`src/sv/sparse_set_direct_address_defines.svh`:
```
// assertion macros for the sparse set block
// used by the files that carry concurrent assertions; no other dependencies
`ifndef SPARSE_SET_DIRECT_ADDRESS_DEFINES_SVH
`define SPARSE_SET_DIRECT_ADDRESS_DEFINES_SVH

`ifndef ASSERT_OFF
`define SSDA_ASSERT(lbl, clk, rstn, prop) \
  lbl: assert property (@(posedge clk) disable iff (!rstn) prop) \
    else $error("sparse set assertion failed");
`define SSDA_ASSERT_NEVER(lbl, clk, rstn, cond) \
  lbl: assert property (@(posedge clk) disable iff (!rstn) !(cond)) \
    else $error("sparse set forbidden condition");
`else
`define SSDA_ASSERT(lbl, clk, rstn, prop)
`define SSDA_ASSERT_NEVER(lbl, clk, rstn, cond)
`endif

`endif

```
`src/sv/ssda_pkg.sv`:
```
// types and constants of the sparse set block
// no dependencies
package ssda_pkg;

  localparam int unsigned UNIVERSE = 128;
  localparam int unsigned KEY_W    = 7;
  localparam int unsigned SLOT_W   = 7;
  localparam int unsigned COUNT_W  = 8;
  localparam int unsigned CMD_W    = 2;

  typedef logic [KEY_W-1:0]   key_t;
  typedef logic [SLOT_W-1:0]  slot_t;
  typedef logic [COUNT_W-1:0] count_t;

  typedef enum logic [CMD_W-1:0] {
    CMD_INSERT = 2'd0,
    CMD_SEARCH = 2'd1,
    CMD_DELETE = 2'd2
  } cmd_e;

  typedef enum logic [1:0] {
    ST_IDLE,
    ST_IDX,
    ST_CHK
  } state_e;

  typedef struct packed {
    logic  rd_en;
    key_t  rd_addr;
    logic  wr_en;
    key_t  wr_addr;
    slot_t wr_data;
  } idx_req_t;

  typedef struct packed {
    logic  rd_en;
    slot_t rd_addr_a;
    slot_t rd_addr_b;
    logic  wr_en;
    slot_t wr_addr;
    key_t  wr_data;
  } dense_req_t;

endpackage

```
`src/sv/ssda_in_if.sv`:
```
// command channel of the sparse set block
// depends on ssda_pkg
interface ssda_in_if;
  logic                       valid;
  logic                       ready;
  logic [ssda_pkg::CMD_W-1:0] cmd;
  ssda_pkg::key_t             key;

  modport source (output valid, output cmd, output key, input ready);
  modport sink   (input valid, input cmd, input key, output ready);
endinterface

```
`src/sv/ssda_out_if.sv`:
```
// result channel of the sparse set block
// depends on ssda_pkg
interface ssda_out_if;
  logic             valid;
  logic             ready;
  logic             hit;
  ssda_pkg::slot_t  slot;
  ssda_pkg::count_t members;

  modport source (output valid, output hit, output slot, output members, input ready);
  modport sink   (input valid, input hit, input slot, input members, output ready);
endinterface

```
`src/sv/ssda_idx_ram.sv`:
```
// index store: key to dense slot, one write and one registered read per cycle
// depends on ssda_pkg
module ssda_idx_ram (
  input  logic               clk_i,
  input  ssda_pkg::idx_req_t req_i,
  output ssda_pkg::slot_t    rdata_o
);

  ssda_pkg::slot_t mem_q [ssda_pkg::UNIVERSE];
  ssda_pkg::slot_t rdata_q;

  always_ff @(posedge clk_i) begin
    if (req_i.wr_en) begin
      mem_q[req_i.wr_addr] <= req_i.wr_data;
    end
    if (req_i.rd_en) begin
      rdata_q <= mem_q[req_i.rd_addr];
    end
  end

  assign rdata_o = rdata_q;

endmodule

```
`src/sv/ssda_dense_ram.sv`:
```
// dense store of member keys, one write and two registered reads per cycle
// depends on ssda_pkg
module ssda_dense_ram (
  input  logic                 clk_i,
  input  ssda_pkg::dense_req_t req_i,
  output ssda_pkg::key_t       rdata_a_o,
  output ssda_pkg::key_t       rdata_b_o
);

  ssda_pkg::key_t mem_q [ssda_pkg::UNIVERSE];
  ssda_pkg::key_t rdata_a_q;
  ssda_pkg::key_t rdata_b_q;

  always_ff @(posedge clk_i) begin
    if (req_i.wr_en) begin
      mem_q[req_i.wr_addr] <= req_i.wr_data;
    end
    if (req_i.rd_en) begin
      rdata_a_q <= mem_q[req_i.rd_addr_a];
      rdata_b_q <= mem_q[req_i.rd_addr_b];
    end
  end

  assign rdata_a_o = rdata_a_q;
  assign rdata_b_o = rdata_b_q;

endmodule

```
`src/sv/ssda_ctrl.sv`:
```
// sequencer of the sparse set: membership check, store updates, result register
// depends on ssda_pkg, ssda_in_if, ssda_out_if and the assertion macro header
`include "sparse_set_direct_address_defines.svh"

module ssda_ctrl (
  input  logic                 clk_i,
  input  logic                 rst_ni,
  ssda_in_if.sink              in_i,
  ssda_out_if.source           out_o,
  output ssda_pkg::idx_req_t   idx_req_o,
  input  ssda_pkg::slot_t      idx_rdata_i,
  output ssda_pkg::dense_req_t dense_req_o,
  input  ssda_pkg::key_t       dense_a_i,
  input  ssda_pkg::key_t       dense_b_i
);

  ssda_pkg::state_e state_q, state_d;
  ssda_pkg::cmd_e   cmd_q;
  ssda_pkg::key_t   key_q;
  ssda_pkg::slot_t  slot_q, slot_d;
  ssda_pkg::count_t count_q, count_d;
  logic             out_valid_q, out_valid_d;
  logic             out_hit_q, out_hit_d;
  ssda_pkg::slot_t  out_slot_q, out_slot_d;
  ssda_pkg::count_t out_members_q, out_members_d;

  logic             accept;
  logic             finish;
  logic             hit;
  logic             full;
  ssda_pkg::count_t last_full;
  ssda_pkg::slot_t  last_slot;

  assign accept    = in_i.valid && in_i.ready;
  assign finish    = (state_q == ssda_pkg::ST_CHK) && (!out_valid_q || out_o.ready);
  assign last_full = count_q - ssda_pkg::COUNT_W'(1);
  assign last_slot = last_full[ssda_pkg::SLOT_W-1:0];
  assign full      = (count_q == ssda_pkg::COUNT_W'(ssda_pkg::UNIVERSE));
  assign hit       = ({1'b0, slot_q} < count_q) && (dense_a_i == key_q);

  // next state
  always_comb begin
    state_d = state_q;
    unique case (state_q)
      ssda_pkg::ST_IDLE: begin
        if (in_i.valid) begin
          state_d = ssda_pkg::ST_IDX;
        end
      end
      ssda_pkg::ST_IDX: begin
        state_d = ssda_pkg::ST_CHK;
      end
      ssda_pkg::ST_CHK: begin
        if (finish) begin
          state_d = ssda_pkg::ST_IDLE;
        end
      end
      default: begin
        state_d = ssda_pkg::ST_IDLE;
      end
    endcase
  end

  // outputs and store accesses
  always_comb begin
    in_i.ready    = (state_q == ssda_pkg::ST_IDLE);
    idx_req_o     = '0;
    dense_req_o   = '0;
    slot_d        = slot_q;
    count_d       = count_q;
    out_valid_d   = out_valid_q && !out_o.ready;
    out_hit_d     = out_hit_q;
    out_slot_d    = out_slot_q;
    out_members_d = out_members_q;

    idx_req_o.rd_en   = accept;
    idx_req_o.rd_addr = in_i.key;

    if (state_q == ssda_pkg::ST_IDX) begin
      slot_d                = idx_rdata_i;
      dense_req_o.rd_en     = 1'b1;
      dense_req_o.rd_addr_a = idx_rdata_i;
      dense_req_o.rd_addr_b = last_slot;
    end

    if (finish) begin
      out_valid_d = 1'b1;
      out_hit_d   = hit;
      out_slot_d  = '0;
      unique case (cmd_q)
        ssda_pkg::CMD_INSERT: begin
          if (hit) begin
            out_slot_d = slot_q;
          end else if (!full) begin
            idx_req_o.wr_en     = 1'b1;
            idx_req_o.wr_addr   = key_q;
            idx_req_o.wr_data   = count_q[ssda_pkg::SLOT_W-1:0];
            dense_req_o.wr_en   = 1'b1;
            dense_req_o.wr_addr = count_q[ssda_pkg::SLOT_W-1:0];
            dense_req_o.wr_data = key_q;
            out_slot_d          = count_q[ssda_pkg::SLOT_W-1:0];
            count_d             = count_q + ssda_pkg::COUNT_W'(1);
          end
        end
        ssda_pkg::CMD_DELETE: begin
          if (hit) begin
            // move the last member into the freed slot
            if (slot_q != last_slot) begin
              dense_req_o.wr_en   = 1'b1;
              dense_req_o.wr_addr = slot_q;
              dense_req_o.wr_data = dense_b_i;
              idx_req_o.wr_en     = 1'b1;
              idx_req_o.wr_addr   = dense_b_i;
              idx_req_o.wr_data   = slot_q;
            end
            count_d = last_full;
          end
        end
        default: begin
          if (hit) begin
            out_slot_d = slot_q;
          end
        end
      endcase
      out_members_d = count_d;
    end
  end

  always_ff @(posedge clk_i or negedge rst_ni) begin
    if (!rst_ni) begin
      state_q     <= ssda_pkg::ST_IDLE;
      count_q     <= '0;
      out_valid_q <= 1'b0;
    end else begin
      state_q     <= state_d;
      count_q     <= count_d;
      out_valid_q <= out_valid_d;
    end
  end

  always_ff @(posedge clk_i) begin
    if (accept) begin
      cmd_q <= ssda_pkg::cmd_e'(in_i.cmd);
      key_q <= in_i.key;
    end
    slot_q        <= slot_d;
    out_hit_q     <= out_hit_d;
    out_slot_q    <= out_slot_d;
    out_members_q <= out_members_d;
  end

  assign out_o.valid   = out_valid_q;
  assign out_o.hit     = out_hit_q;
  assign out_o.slot    = out_slot_q;
  assign out_o.members = out_members_q;

  `SSDA_ASSERT_NEVER(a_count_range, clk_i, rst_ni,
    count_q > ssda_pkg::COUNT_W'(ssda_pkg::UNIVERSE))
  `SSDA_ASSERT(a_count_only_at_end, clk_i, rst_ni,
    (state_q != ssda_pkg::ST_CHK) |=> $stable(count_q))
  `SSDA_ASSERT(a_writes_only_at_end, clk_i, rst_ni,
    (idx_req_o.wr_en || dense_req_o.wr_en) |-> finish)
  `SSDA_ASSERT(a_result_from_check, clk_i, rst_ni,
    $rose(out_valid_q) |-> $past(state_q) == ssda_pkg::ST_CHK)
  `SSDA_ASSERT(a_accept_starts_lookup, clk_i, rst_ni,
    accept |=> (state_q == ssda_pkg::ST_IDX))

endmodule

```
`src/sv/sparse_set_direct_address.sv`:
```
// top level of the direct-address sparse set of 7-bit keys
// depends on ssda_pkg, ssda_in_if, ssda_out_if, ssda_idx_ram, ssda_dense_ram, ssda_ctrl
//
//   port   dir   beat contents            handshake
//   in_i   in    cmd[1:0], key[6:0]       valid / ready
//   out_o  out   hit, slot[6:0], members  valid / ready
//
// each item passes through index store read, dense store read of the
// candidate slot and of the last member, then check and write back.
// the dependent index-then-dense read chain through the two stores sets that order.
// reset clears the member count and the control state; the stores are not cleared.
// a new beat is taken while a finished result still waits; the check step holds
// until the result register is free.
module sparse_set_direct_address (
  input  logic       clk_i,
  input  logic       rst_ni,
  ssda_in_if.sink    in_i,
  ssda_out_if.source out_o
);

  ssda_pkg::idx_req_t   idx_req;
  ssda_pkg::dense_req_t dense_req;
  ssda_pkg::slot_t      idx_rdata;
  ssda_pkg::key_t       dense_a;
  ssda_pkg::key_t       dense_b;

  ssda_idx_ram u_idx_ram (
    .clk_i   (clk_i),
    .req_i   (idx_req),
    .rdata_o (idx_rdata)
  );

  ssda_dense_ram u_dense_ram (
    .clk_i     (clk_i),
    .req_i     (dense_req),
    .rdata_a_o (dense_a),
    .rdata_b_o (dense_b)
  );

  ssda_ctrl u_ctrl (
    .clk_i       (clk_i),
    .rst_ni      (rst_ni),
    .in_i        (in_i),
    .out_o       (out_o),
    .idx_req_o   (idx_req),
    .idx_rdata_i (idx_rdata),
    .dense_req_o (dense_req),
    .dense_a_i   (dense_a),
    .dense_b_i   (dense_b)
  );

endmodule

```
`src/flat_wrapper.sv`:
```
// flat-port wrapper written by rule: the top's interface ports become plain ports
module sparse_set_direct_address_flat 
  (clk_i, rst_ni, in_i_valid, in_i_cmd, in_i_key, in_i_ready, out_o_valid, out_o_hit, out_o_slot, out_o_members, out_o_ready);
  ssda_in_if in_i_i ();
  ssda_out_if out_o_i ();
  input  logic clk_i;
  input  logic rst_ni;
  input wire logic [$bits(in_i_i.valid)-1:0] in_i_valid;
  input wire logic [$bits(in_i_i.cmd)-1:0] in_i_cmd;
  input wire logic [$bits(in_i_i.key)-1:0] in_i_key;
  output wire logic [$bits(in_i_i.ready)-1:0] in_i_ready;
  output wire logic [$bits(out_o_i.valid)-1:0] out_o_valid;
  output wire logic [$bits(out_o_i.hit)-1:0] out_o_hit;
  output wire logic [$bits(out_o_i.slot)-1:0] out_o_slot;
  output wire logic [$bits(out_o_i.members)-1:0] out_o_members;
  input wire logic [$bits(out_o_i.ready)-1:0] out_o_ready;
  assign in_i_i.valid = in_i_valid;
  assign in_i_i.cmd = in_i_cmd;
  assign in_i_i.key = in_i_key;
  assign in_i_ready = in_i_i.ready;
  assign out_o_valid = out_o_i.valid;
  assign out_o_hit = out_o_i.hit;
  assign out_o_slot = out_o_i.slot;
  assign out_o_members = out_o_i.members;
  assign out_o_i.ready = out_o_ready;
  sparse_set_direct_address u_core (.clk_i(clk_i), .rst_ni(rst_ni), .in_i(in_i_i), .out_o(out_o_i));
endmodule
```
`config.mk`:
```
export PLATFORM = sky130hd
export DESIGN_NAME = sparse_set_direct_address_flat
export DESIGN_NICKNAME = d
export VERILOG_FILES = /design/src/sv/ssda_pkg.sv /design/src/sv/ssda_in_if.sv /design/src/sv/ssda_out_if.sv /design/src/sv/ssda_idx_ram.sv /design/src/sv/ssda_dense_ram.sv /design/src/sv/ssda_ctrl.sv /design/src/sv/sparse_set_direct_address.sv /design/src/flat_wrapper.sv
export VERILOG_INCLUDE_DIRS = /design/src /design/src/sv
export SDC_FILE = /design/constraint.sdc
export NUM_CORES = 2
export LEC_CHECK = 0
export BUFFER_PORTS_ARGS = -buffer_cell sky130_fd_sc_hd__buf_2
export CORE_MARGIN = 4
export CORE_UTILIZATION = 55
export DETAILED_ROUTE_END_ITERATION = 6
export PLACE_DENSITY_LB_ADDON = 0.25
export SETUP_SLACK_MARGIN = 0.5
export SLEW_MARGIN = 20
export SYNTH_ARGS = -nofsm -noshare
export SYNTH_HDL_FRONTEND = slang
export SYNTH_SLANG_ARGS = --single-unit
```
`constraint.sdc`:
```
create_clock -name clk_i -period 18.6 [get_ports clk_i]
set_input_delay 3.72 -clock clk_i [delete_from_list [all_inputs] [get_ports clk_i]]
set_output_delay 3.72 -clock clk_i [all_outputs]
set_load 0.005 [all_outputs]
```
==> metrics.txt <==
status complete, but fails checks; failing checks DRC; Worst Setup Path Type in2reg; syn nets 5024; CTS resizes 0; endpoints failing setup 0; Netlist cell types 91; post-CTS setup buffers 0; Cell Rows 141; I/O pin count 31; DR iter-0 viols 8921; Worst setup SP type primary input; grt ovf 0; Place WS 9.44 ns; root buffer cell clkbuf_16; Layout Nets 4963; fraction of registers with async set/reset 0.593%; CTS tree yes; # DRC 10; worst relative slew slack 8.63%; FF/Latch Area 0.0557 sq mm; worst path arrival time 8.89 ns; RSZ-0062 raised after global routing no; Total GRT Usage 32.5%; CP max FO 64; DRT antenna net count 0; CTS Hold Bufs 0; Slowest cell on crit path nor3_1; multi-input logic area 0.0256 sq mm; min-delay src u_core.u_ctrl.state_q[1]$_DFFE_PN0P_; GR Util met3 9.89%; routed wire length 255 mm; top cell type's share of synthesized area 67.2%; Crit path top cell by count nand2b_1; layout cells sized above 1 22.4%; Filler cells 10.5k; die area 0.156 sq mm; worst r2r path cells 12; crit-path cells buf_2, nand2b_1, nand2b_1, inv_1, nand2_2, a21oi_4, buf_4, nand3_1, nor3_1; Pins Over Slew Limit 0; Num Clock Sinks 1856; Synth Flop Type edfxtp_1; Req. time, crit path 19.03 ns; Syn-to-layout area delta 10.7%; first-pass GRT wire length 368 mm; layer carrying the most global-route usage met2; Initial Util 55.6%; Post-synth EDFFs 1845; Cell Pwr Density 114 mW/mm^2; Slew @ Worst Pin 1.37 ns; final hold vios 0; Die Ht 395 um; GR Util met2 48.0%; Synthesis Warnings 0; LEAKAGE 30.6 nW; Clock Path Buffers 3; 1st-pass router iterations 7; cells after synthesis 5000; FF+latch count, synth 1856; vias in the first global route 50.2k; post-layout util 61.5%; RR Startpoint u_core.u_ctrl.count_q[1]$_DFFE_PN0P_; HP Class reg2reg; depth of the CTS H-tree 4; largest net degree at the start of global routing 129; hold depth 2; via-per-instance ratio 7.36; CTS buffer count 181; most common cell after layout, fill and taps aside edfxtp_1; crit path launch out_o_ready; Port Buffers 30; crit-path max cell delay 1.19 ns; GPL Wtd Cong 0.977; synthesized cell area 0.0824 sq mm; FMAX 118 MHz; vias 52.2k; register area share after synthesis 67.5%; initial antenna violation count 12; Peak VDD IR 0.106 mV; Die Wd 395 um; Avg Inst Size Synth 16.5 sq um; most frequent cells in the layout edfxtp_1, mux4_2, nand2_1, nor2_1, a21oi_1; Post-Layout Inst Area 0.0912 sq mm; clock-pin slew on the worst setup and hold paths 0.07 ns; Core Area 0.148 sq mm; Final min period 8.46 ns; Yosys top cell by area edfxtp_1; DP HPWL 153 mm; Clock Latency Late Sink 0.82 ns; final worst slack 10.14 ns; maxcap violations 0; Worst Clk Skew 0.0277 ns; Routed WL per cell 35.9 um; period utilization 45.5%; Fin Setup TNS 0 ns; DP Area 0.0849 sq mm; synth top area cells edfxtp_1, mux4_2, mux2i_1, nand2_1, clkbuf_1; endpoint class of the critical path flip-flop; M1 GR Usage 44.1%
[flip-flops by register name, summed over array words and instances, names as in the netlist]
signal	cells
u_core.u_ctrl.slot_q	7
u_core.u_ctrl.out_o.valid	1
u_core.u_dense_ram.rdata_b_o	7
u_core.u_dense_ram.mem_q	896
u_core.u_ctrl.cmd_q	2
u_core.u_ctrl.key_q	7
u_core.u_idx_ram.mem_q	896
u_core.u_ctrl.out_o.slot	7
u_core.u_dense_ram.rdata_a_o	7
u_core.u_ctrl.state_q	2
u_core.u_ctrl.out_o.members	8
u_core.u_idx_ram.rdata_o	7
u_core.u_ctrl.count_q	8
u_core.u_ctrl.out_o.hit	1
[layout make-up]
cell class,count,share of cell area [%]
Timing Repair Buffer,167,1.44
Sequential cell,1856,61.0
Tap cell,2002,2.75
Clock inverter,114,1.49
Antenna cell,6,0.0165
Clock buffer,221,5.16
Multi-Input combinational cell,2712,28.0
Inverter,21,0.0891
[kinds of logic after synthesis]
group	synth area share, %
adder cells (fa/ha/maj)	0.167
buffers and inverters	2.08
AND/OR/NAND/NOR	6.12
multiplexers	15.9
XOR/XNOR	0.247
AO/OA/AOI/OAI	7.93
flip-flops	67.5
[per-layer routing]
metal  vias to the layer above  share of wire [%]
met5                         -              0.027
met4                        10                6.5
met3                       888                 13
met2                      4371                 45
met1                     26400                 35
li1                      20500                  -
[worst paths after layout]
kind / slack (ns) / end
min: 0.57 / u_core.u_ctrl.out_o.valid$_DFF_PN0_
max in group asynchronous: 15.53 / u_core.u_ctrl.count_q[0]$_DFFE_PN0P_
max reg2reg: 11.67 / u_core.u_dense_ram.rdata_b_o[3]$_DFFE_PN_
min reg2reg: 0.57 / u_core.u_ctrl.out_o.valid$_DFF_PN0_
min in group asynchronous: 2.79 / u_core.u_ctrl.count_q[7]$_DFFE_PN0P_
max: 10.14 / u_core.u_dense_ram.mem_q[8][4]$_DFFE_PP_
[power by group]
group | switching, mW | total (mW) | internal [mW]
clock | 1.63 | 3.75 | 2.12
combinational | 1.40 | 2.00 | 0.602
sequential | 0.0682 | 4.67 | 4.60
[stage by stage]
step / hold WS, ns / std cells / total power [mW]
after floorplan: 0.441 / 5000 / 5.86
after global placement: 0.524 / 6754 / 6.62
after detailed placement: 0.534 / 6754 / 6.63
after CTS: 0.554 / 7089 / 10.3
after global routing: 0.612 / 7094 / 10.7
final: 0.570 / 7099 / 10.4
[cells in the mapped netlist (42+ instances only)]
cell,instances
buf_2,64
nor2_1,224
a31oi_1,69
nand3_1,68
o22ai_1,46
clkbuf_1,272
a211oi_1,81
nor3_1,199
a221oi_1,42
mux2_2,57
edfxtp_1,1845
a22oi_1,61
mux2i_1,159
mux4_2,484
a21oi_1,188
buf_1,73
nand2_1,337
o21ai_0,106
o221ai_1,67
[critical path, delay by kind of cell]
family	cells	cell delay [ns]
compound gates	1	0.32
buf+inv	3	1.29
simple gates	5	3.51
No activity file was read; power rests on OpenSTA's default activity.
